$ cat src/rtl/core/gas_pkg.sv
// Types, constants and helper functions of the argument splitter.
package gas_pkg;

   localparam int NUM_QUOTE_SLOTS_DEF = 4;
   localparam int INDEX_WIDTH_DEF     = 16;
   localparam int CSR_INDEX_W         = 3;
   localparam int BYTE_W              = 8;
   localparam int POS_W               = 16;
   localparam int RSP_DEPTH           = 4;

   localparam logic [BYTE_W-1:0] CHAR_NUL    = 8'd0;
   localparam logic [BYTE_W-1:0] CHAR_TAB    = 8'd9;
   localparam logic [BYTE_W-1:0] CHAR_CR     = 8'd13;
   localparam logic [BYTE_W-1:0] CHAR_SPACE  = 8'd32;
   localparam logic [BYTE_W-1:0] CHAR_DQUOTE = 8'd34;
   localparam logic [BYTE_W-1:0] CHAR_SQUOTE = 8'd39;

   typedef enum logic [1:0] {
      KIND_BYTE  = 2'd0,
      KIND_END   = 2'd1,
      KIND_ERROR = 2'd2
   } kind_type;

   typedef enum logic [1:0] {
      ERR_NONE        = 2'd0,
      ERR_STRAY_CLOSE = 2'd1,
      ERR_STRAY_OPEN  = 2'd2,
      ERR_LEFT_OPEN   = 2'd3
   } err_type;

   typedef struct packed {
      kind_type           kind;
      logic [BYTE_W-1:0]  out_byte;
      err_type            error_code;
      logic [POS_W-1:0]   error_position;
      logic               last_of_run;
   } rsp_type;

   typedef struct packed {
      logic [1:0] count;
      rsp_type    first;
      rsp_type    second;
   } push_type;

   function automatic logic [BYTE_W-1:0] quote_reset(int unsigned slot);
      case (slot)
         0: return CHAR_DQUOTE;
         1: return CHAR_SQUOTE;
         default: return CHAR_NUL;
      endcase
   endfunction

   function automatic logic is_ws(logic [BYTE_W-1:0] b);
      return (b == CHAR_SPACE) || (b inside {[CHAR_TAB:CHAR_CR]});
   endfunction

endpackage

$ cat src/rtl/core/gas_if.sv
// Request and response channel interfaces of the argument splitter.
interface gas_req_if;
   import gas_pkg::*;
   logic              valid;
   logic              ready;
   logic [BYTE_W-1:0] in_byte;
   logic              end_of_string;

   modport source (output valid, output in_byte, output end_of_string, input ready);
   modport sink   (input valid, input in_byte, input end_of_string, output ready);
endinterface

interface gas_rsp_if;
   import gas_pkg::*;
   logic              valid;
   logic              ready;
   kind_type          kind;
   logic [BYTE_W-1:0] out_byte;
   err_type           error_code;
   logic [POS_W-1:0]  error_position;
   logic              last_of_run;

   modport source (output valid, output kind, output out_byte, output error_code,
                   output error_position, output last_of_run, input ready);
   modport sink   (input valid, input kind, input out_byte, input error_code,
                   input error_position, input last_of_run, output ready);
endinterface

$ cat src/rtl/core/gas_csr.sv
// Quote character registers of the argument splitter.
module gas_csr #(
   parameter int NUM_QUOTE_SLOTS = gas_pkg::NUM_QUOTE_SLOTS_DEF
) (
   input  logic                                          clock,
   input  logic                                          reset,
   input  logic                                          csr_we,
   input  logic [gas_pkg::CSR_INDEX_W-1:0]               csr_index,
   input  logic [gas_pkg::BYTE_W-1:0]                    csr_wdata,
   output logic [NUM_QUOTE_SLOTS-1:0][gas_pkg::BYTE_W-1:0] quote_chars
);
   import gas_pkg::*;

   logic [NUM_QUOTE_SLOTS-1:0][BYTE_W-1:0] quote_ff;

   always_ff @(posedge clock) begin
      for (int i = 0; i < NUM_QUOTE_SLOTS; i++) begin
         if (reset) begin
            quote_ff[i] <= quote_reset(i);
         end else if (csr_we && csr_index == CSR_INDEX_W'(i)) begin
            quote_ff[i] <= csr_wdata;
         end
      end
   end

   assign quote_chars = quote_ff;

endmodule

$ cat src/rtl/core/gas_step.sv
// Per-byte tokenizer state and result generation.
module gas_step #(
   parameter int NUM_QUOTE_SLOTS = gas_pkg::NUM_QUOTE_SLOTS_DEF,
   parameter int INDEX_WIDTH     = gas_pkg::INDEX_WIDTH_DEF
) (
   input  logic                                            clock,
   input  logic                                            reset,
   input  logic                                            accept,
   input  logic [gas_pkg::BYTE_W-1:0]                      in_byte,
   input  logic                                            end_of_string,
   input  logic [NUM_QUOTE_SLOTS-1:0][gas_pkg::BYTE_W-1:0] quote_chars,
   output gas_pkg::push_type                               push
);
   import gas_pkg::*;

   logic [BYTE_W-1:0]      open_ff, open_in;
   logic                   nonempty_ff, nonempty_in;
   logic                   pending_ff, pending_in;
   logic                   error_ff, error_in;
   logic [INDEX_WIDTH-1:0] index_ff, index_in;

   logic                   ws;
   logic                   quote_hit;
   logic [POS_W-1:0]       pos_cur;
   logic [POS_W-1:0]       pos_prev;
   logic                   main_has, end_has;
   rsp_type                main_rsp, end_rsp;

   function automatic rsp_type make_rsp(kind_type k, logic [BYTE_W-1:0] b, err_type c,
                                        logic [POS_W-1:0] p);
      rsp_type r;
      r.kind           = k;
      r.out_byte       = b;
      r.error_code     = c;
      r.error_position = p;
      r.last_of_run    = 1'b0;
      return r;
   endfunction

   function automatic logic [POS_W-1:0] to_pos(logic [INDEX_WIDTH-1:0] idx);
      logic [31:0] wide;
      wide = 32'(idx);
      return wide[POS_W-1:0];
   endfunction

   always_comb begin
      ws        = is_ws(in_byte);
      quote_hit = 1'b0;
      for (int i = 0; i < NUM_QUOTE_SLOTS; i++) begin
         if (quote_chars[i] == in_byte) begin
            quote_hit = 1'b1;
         end
      end
      if (in_byte == CHAR_NUL || ws) begin
         quote_hit = 1'b0;
      end
      pos_cur  = to_pos(index_ff);
      pos_prev = to_pos(index_ff - INDEX_WIDTH'(1));
   end

   always_comb begin
      open_in     = open_ff;
      nonempty_in = nonempty_ff;
      pending_in  = pending_ff;
      error_in    = error_ff;
      index_in    = index_ff + INDEX_WIDTH'(1);
      main_has    = 1'b0;
      main_rsp    = '0;
      end_has     = 1'b0;
      end_rsp     = '0;

      if (!error_ff) begin
         if (pending_ff) begin
            pending_in = 1'b0;
            main_has   = 1'b1;
            if (ws) begin
               main_rsp = make_rsp(KIND_END, CHAR_NUL, ERR_NONE, '0);
            end else begin
               main_rsp = make_rsp(KIND_ERROR, CHAR_NUL, ERR_STRAY_CLOSE, pos_prev);
               error_in = 1'b1;
            end
         end else if (ws) begin
            if (open_ff != CHAR_NUL) begin
               main_has    = 1'b1;
               main_rsp    = make_rsp(KIND_BYTE, in_byte, ERR_NONE, '0);
               nonempty_in = 1'b1;
            end else if (nonempty_ff) begin
               main_has    = 1'b1;
               main_rsp    = make_rsp(KIND_END, CHAR_NUL, ERR_NONE, '0);
               nonempty_in = 1'b0;
            end
         end else if (open_ff != CHAR_NUL && in_byte == open_ff) begin
            open_in     = CHAR_NUL;
            nonempty_in = 1'b0;
            if (end_of_string) begin
               main_has = 1'b1;
               main_rsp = make_rsp(KIND_END, CHAR_NUL, ERR_NONE, '0);
            end else begin
               pending_in = 1'b1;
            end
         end else if (quote_hit) begin
            if (open_ff != CHAR_NUL) begin
               main_has    = 1'b1;
               main_rsp    = make_rsp(KIND_BYTE, in_byte, ERR_NONE, '0);
               nonempty_in = 1'b1;
            end else if (nonempty_ff) begin
               main_has = 1'b1;
               main_rsp = make_rsp(KIND_ERROR, CHAR_NUL, ERR_STRAY_OPEN, pos_cur);
               error_in = 1'b1;
            end else begin
               open_in = in_byte;
            end
         end else begin
            main_has    = 1'b1;
            main_rsp    = make_rsp(KIND_BYTE, in_byte, ERR_NONE, '0);
            nonempty_in = 1'b1;
         end

         if (end_of_string && !error_in) begin
            if (open_in != CHAR_NUL) begin
               end_has = 1'b1;
               end_rsp = make_rsp(KIND_ERROR, CHAR_NUL, ERR_LEFT_OPEN, pos_cur);
            end else if (nonempty_in) begin
               end_has = 1'b1;
               end_rsp = make_rsp(KIND_END, CHAR_NUL, ERR_NONE, '0);
            end
         end
      end

      if (end_of_string) begin
         open_in     = CHAR_NUL;
         nonempty_in = 1'b0;
         pending_in  = 1'b0;
         error_in    = 1'b0;
         index_in    = '0;
      end
   end

   always_comb begin
      push        = '0;
      push.count  = accept ? (2'(main_has) + 2'(end_has)) : 2'd0;
      push.first  = main_has ? main_rsp : end_rsp;
      push.second = end_rsp;
      if (main_has && end_has) begin
         push.second.last_of_run = 1'b1;
      end else begin
         push.first.last_of_run = 1'b1;
      end
   end

   always_ff @(posedge clock) begin
      if (reset) begin
         open_ff     <= CHAR_NUL;
         nonempty_ff <= 1'b0;
         pending_ff  <= 1'b0;
         error_ff    <= 1'b0;
         index_ff    <= '0;
      end else if (accept) begin
         open_ff     <= open_in;
         nonempty_ff <= nonempty_in;
         pending_ff  <= pending_in;
         error_ff    <= error_in;
         index_ff    <= index_in;
      end
   end

endmodule

$ cat src/rtl/core/gas_rsp_fifo.sv
// Result queue: up to two in per request, one out per cycle while rsp_ready is set.
module gas_rsp_fifo (
   input  logic              clock,
   input  logic              reset,
   input  gas_pkg::push_type push,
   output logic              push_ready,
   output logic              rsp_valid,
   input  logic              rsp_ready,
   output gas_pkg::rsp_type  rsp_data
);
   import gas_pkg::*;

   localparam int PTR_W = $clog2(RSP_DEPTH);
   localparam int CNT_W = PTR_W + 1;

   rsp_type            entry_ff [RSP_DEPTH];
   logic [PTR_W-1:0]   head_ff, head_in;
   logic [PTR_W-1:0]   tail_ff, tail_in;
   logic [CNT_W-1:0]   count_ff, count_in;
   logic               pop;

   always_comb begin
      pop      = (count_ff != '0) && rsp_ready;
      head_in  = head_ff + PTR_W'(pop);
      tail_in  = tail_ff + PTR_W'(push.count);
      count_in = count_ff + CNT_W'(push.count) - CNT_W'(pop);
   end

   always_ff @(posedge clock) begin
      if (reset) begin
         head_ff  <= '0;
         tail_ff  <= '0;
         count_ff <= '0;
      end else begin
         head_ff  <= head_in;
         tail_ff  <= tail_in;
         count_ff <= count_in;
      end
   end

   always_ff @(posedge clock) begin
      if (push.count != 2'd0) begin
         entry_ff[tail_ff] <= push.first;
      end
      if (push.count == 2'd2) begin
         entry_ff[tail_ff + PTR_W'(1)] <= push.second;
      end
   end

   assign push_ready = count_ff <= CNT_W'(RSP_DEPTH - 2);
   assign rsp_valid  = count_ff != '0;
   assign rsp_data   = entry_ff[head_ff];

endmodule

$ cat src/rtl/core/grouped_argument_splitter_core.sv
// Top level of the quoted-argument splitter.
//
//   channel  dir  handshake            payload
//   req_if   in   valid/ready          in_byte, end_of_string
//   rsp_if   out  valid/ready          kind, out_byte, error_code, error_position, last_of_run
//   csr      in   csr_we (no ready)    csr_index, csr_wdata
//
// One request per cycle while req_if.ready is high; the tokenizer state updates in the cycle
// it is accepted. A request yields zero, one or two results, queued four deep and sent one
// per cycle while rsp_if.ready is high, so a steady run of two-result requests is throttled.
// Results are registered in the queue before they reach rsp_if. req_if.ready drops when fewer
// than two queue slots are free. Synchronous reset restores the default quote characters.
module grouped_argument_splitter_core #(
   parameter int NUM_QUOTE_SLOTS = gas_pkg::NUM_QUOTE_SLOTS_DEF,
   parameter int INDEX_WIDTH     = gas_pkg::INDEX_WIDTH_DEF
) (
   input  logic                            clock,
   input  logic                            reset,
   gas_req_if.sink                         req_if,
   gas_rsp_if.source                       rsp_if,
   input  logic                            csr_we,
   input  logic [gas_pkg::CSR_INDEX_W-1:0] csr_index,
   input  logic [gas_pkg::BYTE_W-1:0]      csr_wdata
);
   import gas_pkg::*;

   logic [NUM_QUOTE_SLOTS-1:0][BYTE_W-1:0] quote_chars;
   logic                                   accept;
   logic                                   push_ready;
   push_type                               push;
   rsp_type                                rsp_data;

   assign req_if.ready = push_ready;
   assign accept       = req_if.valid && push_ready;

   gas_csr #(
      .NUM_QUOTE_SLOTS(NUM_QUOTE_SLOTS)
   ) u_csr (
      .clock      (clock),
      .reset      (reset),
      .csr_we     (csr_we),
      .csr_index  (csr_index),
      .csr_wdata  (csr_wdata),
      .quote_chars(quote_chars)
   );

   gas_step #(
      .NUM_QUOTE_SLOTS(NUM_QUOTE_SLOTS),
      .INDEX_WIDTH    (INDEX_WIDTH)
   ) u_step (
      .clock        (clock),
      .reset        (reset),
      .accept       (accept),
      .in_byte      (req_if.in_byte),
      .end_of_string(req_if.end_of_string),
      .quote_chars  (quote_chars),
      .push         (push)
   );

   gas_rsp_fifo u_rsp_fifo (
      .clock     (clock),
      .reset     (reset),
      .push      (push),
      .push_ready(push_ready),
      .rsp_valid (rsp_if.valid),
      .rsp_ready (rsp_if.ready),
      .rsp_data  (rsp_data)
   );

   assign rsp_if.kind           = rsp_data.kind;
   assign rsp_if.out_byte       = rsp_data.out_byte;
   assign rsp_if.error_code     = rsp_data.error_code;
   assign rsp_if.error_position = rsp_data.error_position;
   assign rsp_if.last_of_run    = rsp_data.last_of_run;

endmodule

$ cat src/flat_wrapper.sv
// flat-port wrapper written by rule: the top's interface ports become plain ports
module grouped_argument_splitter_core_flat import gas_pkg::*;
#(
   parameter int NUM_QUOTE_SLOTS = gas_pkg::NUM_QUOTE_SLOTS_DEF,
   parameter int INDEX_WIDTH     = gas_pkg::INDEX_WIDTH_DEF
)
  (clock, reset, csr_we, csr_index, csr_wdata, req_if_valid, req_if_in_byte, req_if_end_of_string, req_if_ready, rsp_if_valid, rsp_if_kind, rsp_if_out_byte, rsp_if_error_code, rsp_if_error_position, rsp_if_last_of_run, rsp_if_ready);
  gas_req_if req_if_i ();
  gas_rsp_if rsp_if_i ();
  input  logic clock;
  input  logic reset;
  input  logic csr_we;
  input  logic [gas_pkg::CSR_INDEX_W-1:0] csr_index;
  input  logic [gas_pkg::BYTE_W-1:0] csr_wdata;
  input wire logic [$bits(req_if_i.valid)-1:0] req_if_valid;
  input wire logic [$bits(req_if_i.in_byte)-1:0] req_if_in_byte;
  input wire logic [$bits(req_if_i.end_of_string)-1:0] req_if_end_of_string;
  output wire logic [$bits(req_if_i.ready)-1:0] req_if_ready;
  output wire logic [$bits(rsp_if_i.valid)-1:0] rsp_if_valid;
  output wire logic [$bits(rsp_if_i.kind)-1:0] rsp_if_kind;
  output wire logic [$bits(rsp_if_i.out_byte)-1:0] rsp_if_out_byte;
  output wire logic [$bits(rsp_if_i.error_code)-1:0] rsp_if_error_code;
  output wire logic [$bits(rsp_if_i.error_position)-1:0] rsp_if_error_position;
  output wire logic [$bits(rsp_if_i.last_of_run)-1:0] rsp_if_last_of_run;
  input wire logic [$bits(rsp_if_i.ready)-1:0] rsp_if_ready;
  assign req_if_i.valid = req_if_valid;
  assign req_if_i.in_byte = req_if_in_byte;
  assign req_if_i.end_of_string = req_if_end_of_string;
  assign req_if_ready = req_if_i.ready;
  assign rsp_if_valid = rsp_if_i.valid;
  assign rsp_if_kind = rsp_if_i.kind;
  assign rsp_if_out_byte = rsp_if_i.out_byte;
  assign rsp_if_error_code = rsp_if_i.error_code;
  assign rsp_if_error_position = rsp_if_i.error_position;
  assign rsp_if_last_of_run = rsp_if_i.last_of_run;
  assign rsp_if_i.ready = rsp_if_ready;
  grouped_argument_splitter_core #(.NUM_QUOTE_SLOTS(NUM_QUOTE_SLOTS), .INDEX_WIDTH(INDEX_WIDTH)) u_core (.clock(clock), .reset(reset), .req_if(req_if_i), .rsp_if(rsp_if_i), .csr_we(csr_we), .csr_index(csr_index), .csr_wdata(csr_wdata));
endmodule
$ cat config.mk
export PLATFORM = sky130hd
export DESIGN_NAME = grouped_argument_splitter_core_flat
export DESIGN_NICKNAME = d
export VERILOG_FILES = /design/src/rtl/core/gas_pkg.sv /design/src/rtl/core/gas_if.sv /design/src/rtl/core/gas_csr.sv /design/src/rtl/core/gas_step.sv /design/src/rtl/core/gas_rsp_fifo.sv /design/src/rtl/core/grouped_argument_splitter_core.sv /design/src/flat_wrapper.sv
export SDC_FILE = /design/constraint.sdc
export NUM_CORES = 1
export LEC_CHECK = 0
export BUFFER_PORTS_ARGS = -buffer_cell sky130_fd_sc_hd__buf_4
export CORE_MARGIN = 2
export CORE_UTILIZATION = 65
export DETAILED_ROUTE_END_ITERATION = 7
export PLACE_DENSITY = 0.83
export SLEW_MARGIN = 20
export SYNTH_ARGS = -nofsm -noshare
export SYNTH_HDL_FRONTEND = slang
export SYNTH_SLANG_ARGS = --single-unit
$ cat constraint.sdc
create_clock -name clock -period 9 [get_ports clock]
set_input_delay 1.8 -clock clock [delete_from_list [all_inputs] [get_ports clock]]
set_output_delay 1.8 -clock clock [all_outputs]
set_load 0.01 [all_outputs]
==> metrics.csv <==
metric,value,unit
outcome,finished with violations,
failing checks,design-rule violations,
Post-CTS Setup Bufs,0,
die height,124,µm
drt pass-1 iters,8,
GR Overflow Total,0,
initial antenna violation count,0,
crit path launch type,input pin,
Yosys top cell area share,26.9,%
port bufs,55,
Cell variety after synth,73,
via count,7413,
Tmin final,6.56,ns
DRC violations left,10,
Cells after Synth,889,
most used flip-flop cell after synthesis,dfxtp_1,
total power,2.44,mW
Leakage,3.60,nW
DRT iter0 DRCs,1179,
Syn. warnings,0,
peak supply drop,167,µV
Detailed Route WL,24.8,mm
share of cells above drive strength 1,16.1,%
setup slack after layout,2.44,ns
Starting Density,67.0,%
total I/O pin count,56,
clk slew on worst S/H paths,0.07,ns
Slew @ Worst Pin,1.02,ns
Routed Antenna Nets,0,
"EDFF count, synth",84,
Placed Cells,1065,
CTS tree,done,
critical setup path kind,input pin to flip-flop,
Final #Nets,938,
cts bufs inserted,17,
core area,0.0140,mm²
vias in the first global route,7212,
Post-Synthesis Cell Area,0.00938,mm²
Synth async-reset ratio,0,%
syn_nets,923,
sequential area share after synthesis,47.8,%
CTS max path bufs,2,
root buffer cell,clkbuf_16,
Mean Syn Cell Area,10.5,µm²
clock sinks,182,
Slew headroom,31.9,%
num rows,43,
Sum Neg Setup Slack,0,ns
#FFs+latches synth,182,
Max Fclk,152,MHz
Vias per Instance,6.76,
Layout area overhead,9.59,%
"worst slack, placed",2.13,ns
Fin. Hold Viols,0,
pwr dens,237,mW/mm²
hold buffer count at CTS,0,
post-synth top area cell,edfxtp_1,
Max Fanout on Critical Path,21,
final setup violation count,0,
worst path arrival time,6.61,ns
DR WL/cell,22.6,µm
required time worst endpoint,9.05,ns
first-pass GRT wire length,39.2,mm
Post-Layout Cell Count,1097,
pin count of the biggest net entering global routing,51,
Die Area,0.0154,mm²
maxcap violations,0,
H-tree levels,4,
Placer Congestion,0.967,
Commonest cells post-synth,"dfxtp_1, nand2_1, edfxtp_1",
clk_lat worst skew,0.44,ns
post-DP HPWL,17.4,mm
HP Class,flip-flop to flip-flop,
RSZ-0062 raised after global routing,no,
Slew Limit Fails,0,
ANT cells,0,
Clock Skew,0.0123,ns
Die W,124,µm
number of gates resized after cts,0,
synth top area cells,"edfxtp_1, dfxtp_1, mux4_2, a22o_1, nand2_1",
Setup crit end kind,flip-flop,
Final period util,72.9,%
All-Layer GR Usage,33.9,%
## where the power goes
group          switching, mW  internal [mW]  leakage, nW
clock                  0.330          0.381        0.273
sequential             0.110           1.00         1.52
combinational          0.296          0.319         1.80
## state kept, by name, indices dropped and copies added (netlist names)
name                        count
u_core.u_csr.quote_chars       32
u_core.u_rsp_fifo.count_ff      3
u_core.u_rsp_fifo.entry_ff    116
u_core.u_rsp_fifo.head_ff       2
u_core.u_rsp_fifo.tail_ff       2
u_core.u_step.error_ff          1
u_core.u_step.index_ff         16
u_core.u_step.nonempty_ff       1
u_core.u_step.open_ff           8
u_core.u_step.pending_ff        1
## final cells by class
cell class / instances / area [µm²]
inverter: 34 / 128
multi-input combinational: 611 / 4440
sequential: 182 / 4490
clock inverter: 12 / 92.6
tap: 180 / 225
clock buffer: 20 / 468
timing repair buffer: 58 / 435
fill: 962 / 3710
## worst max-delay path, stage by stage
cell and delay (ns):
buf_4 0.18, nor4b_1 0.47, o21ai_1 0.16, nand3_1 0.49, nand3_1 0.14, a21oi_1 0.19, o211a_1 0.48, inv_2 0.19
nand2_1 0.12, ha_1 0.24, nand2_1 0.19, nand2_1 0.20, nand3_1 0.45, and2_1 0.51, inv_1 0.75
## logic make-up (layout without fill, tap and decap cells)
kind of cell             after synthesis  after routing  synth area share (%)
AND/OR/NAND/NOR                      295            295                  16.5
multiplexers                          38             38                  7.95
adder cells (fa/ha/maj)                9              9                  1.28
AO/OA/AOI/OAI                        208            208                  15.9
buffers and inverters                 96            124                  4.83
flip-flops                           182            182                  47.8
XOR/XNOR                              61             61                  5.70
## final timing paths
kind                                             startpoint  depth (start not counted)  slack, ns                                          to
setup / recovery                          req_if_in_byte[0]                         15       2.44  u_core.u_rsp_fifo.entry_ff[2][7]$_DFFE_PP_
hold / removal    u_core.u_csr.quote_chars[28]$_SDFFE_PP0P_                          2       0.47   u_core.u_csr.quote_chars[28]$_SDFFE_PP0P_
setup reg to reg      u_core.u_step.pending_ff$_SDFFE_PP0P_                         12       3.54  u_core.u_rsp_fifo.entry_ff[3][9]$_DFFE_PP_
hold reg to reg   u_core.u_csr.quote_chars[28]$_SDFFE_PP0P_                          2       0.47   u_core.u_csr.quote_chars[28]$_SDFFE_PP0P_
## per-layer routing
metal,vias to the layer above,share of wire (%),wire length (µm),GRT usage (%)
met4,0,2.1,527,11.2
met1,3481,40,9900,47.6
li1,3344,-,-,-
met3,67,13,3130,9.62
met2,521,45,11300,50.7
met5,-,0,0,0
## cell usage in the layout, fill, tap and decap left out, types with 5 or more instances in the layout
cell        n
a21oi_1    39
a22o_1     51
a22oi_1     9
a31oi_1     7
buf_4      58
clkbuf_16  18
dfxtp_1    97
edfxtp_1   84
ha_1        8
inv_1      31
mux2i_1     7
mux4_2     29
nand2_1    98
nand3_1    22
nand3b_1    6
nand4_1     8
nor2_1     67
nor2b_1     8
nor3_1     17
nor4_1     15
nor4_4      5
o21ai_0    17
o21ai_1     8
o22ai_1    33
o2bb2ai_1  15
or3_1       8
xnor2_1    20
xor2_1     41
## metrics by stage
step | hold WS (ns) | util (%) | area [µm²]
6_report | 0.474 | 73.5 | 10300
5_1_grt | 0.492 | 73.5 | 10300
4_1_cts | 0.472 | 73.5 | 10300
3_5_place_dp | 0.462 | 69.4 | 9710
3_3_place_gp | 0.459 | 69.4 | 9710
2_1_floorplan | 0.444 | - | 9380
(Power assumes the default switching activity.)
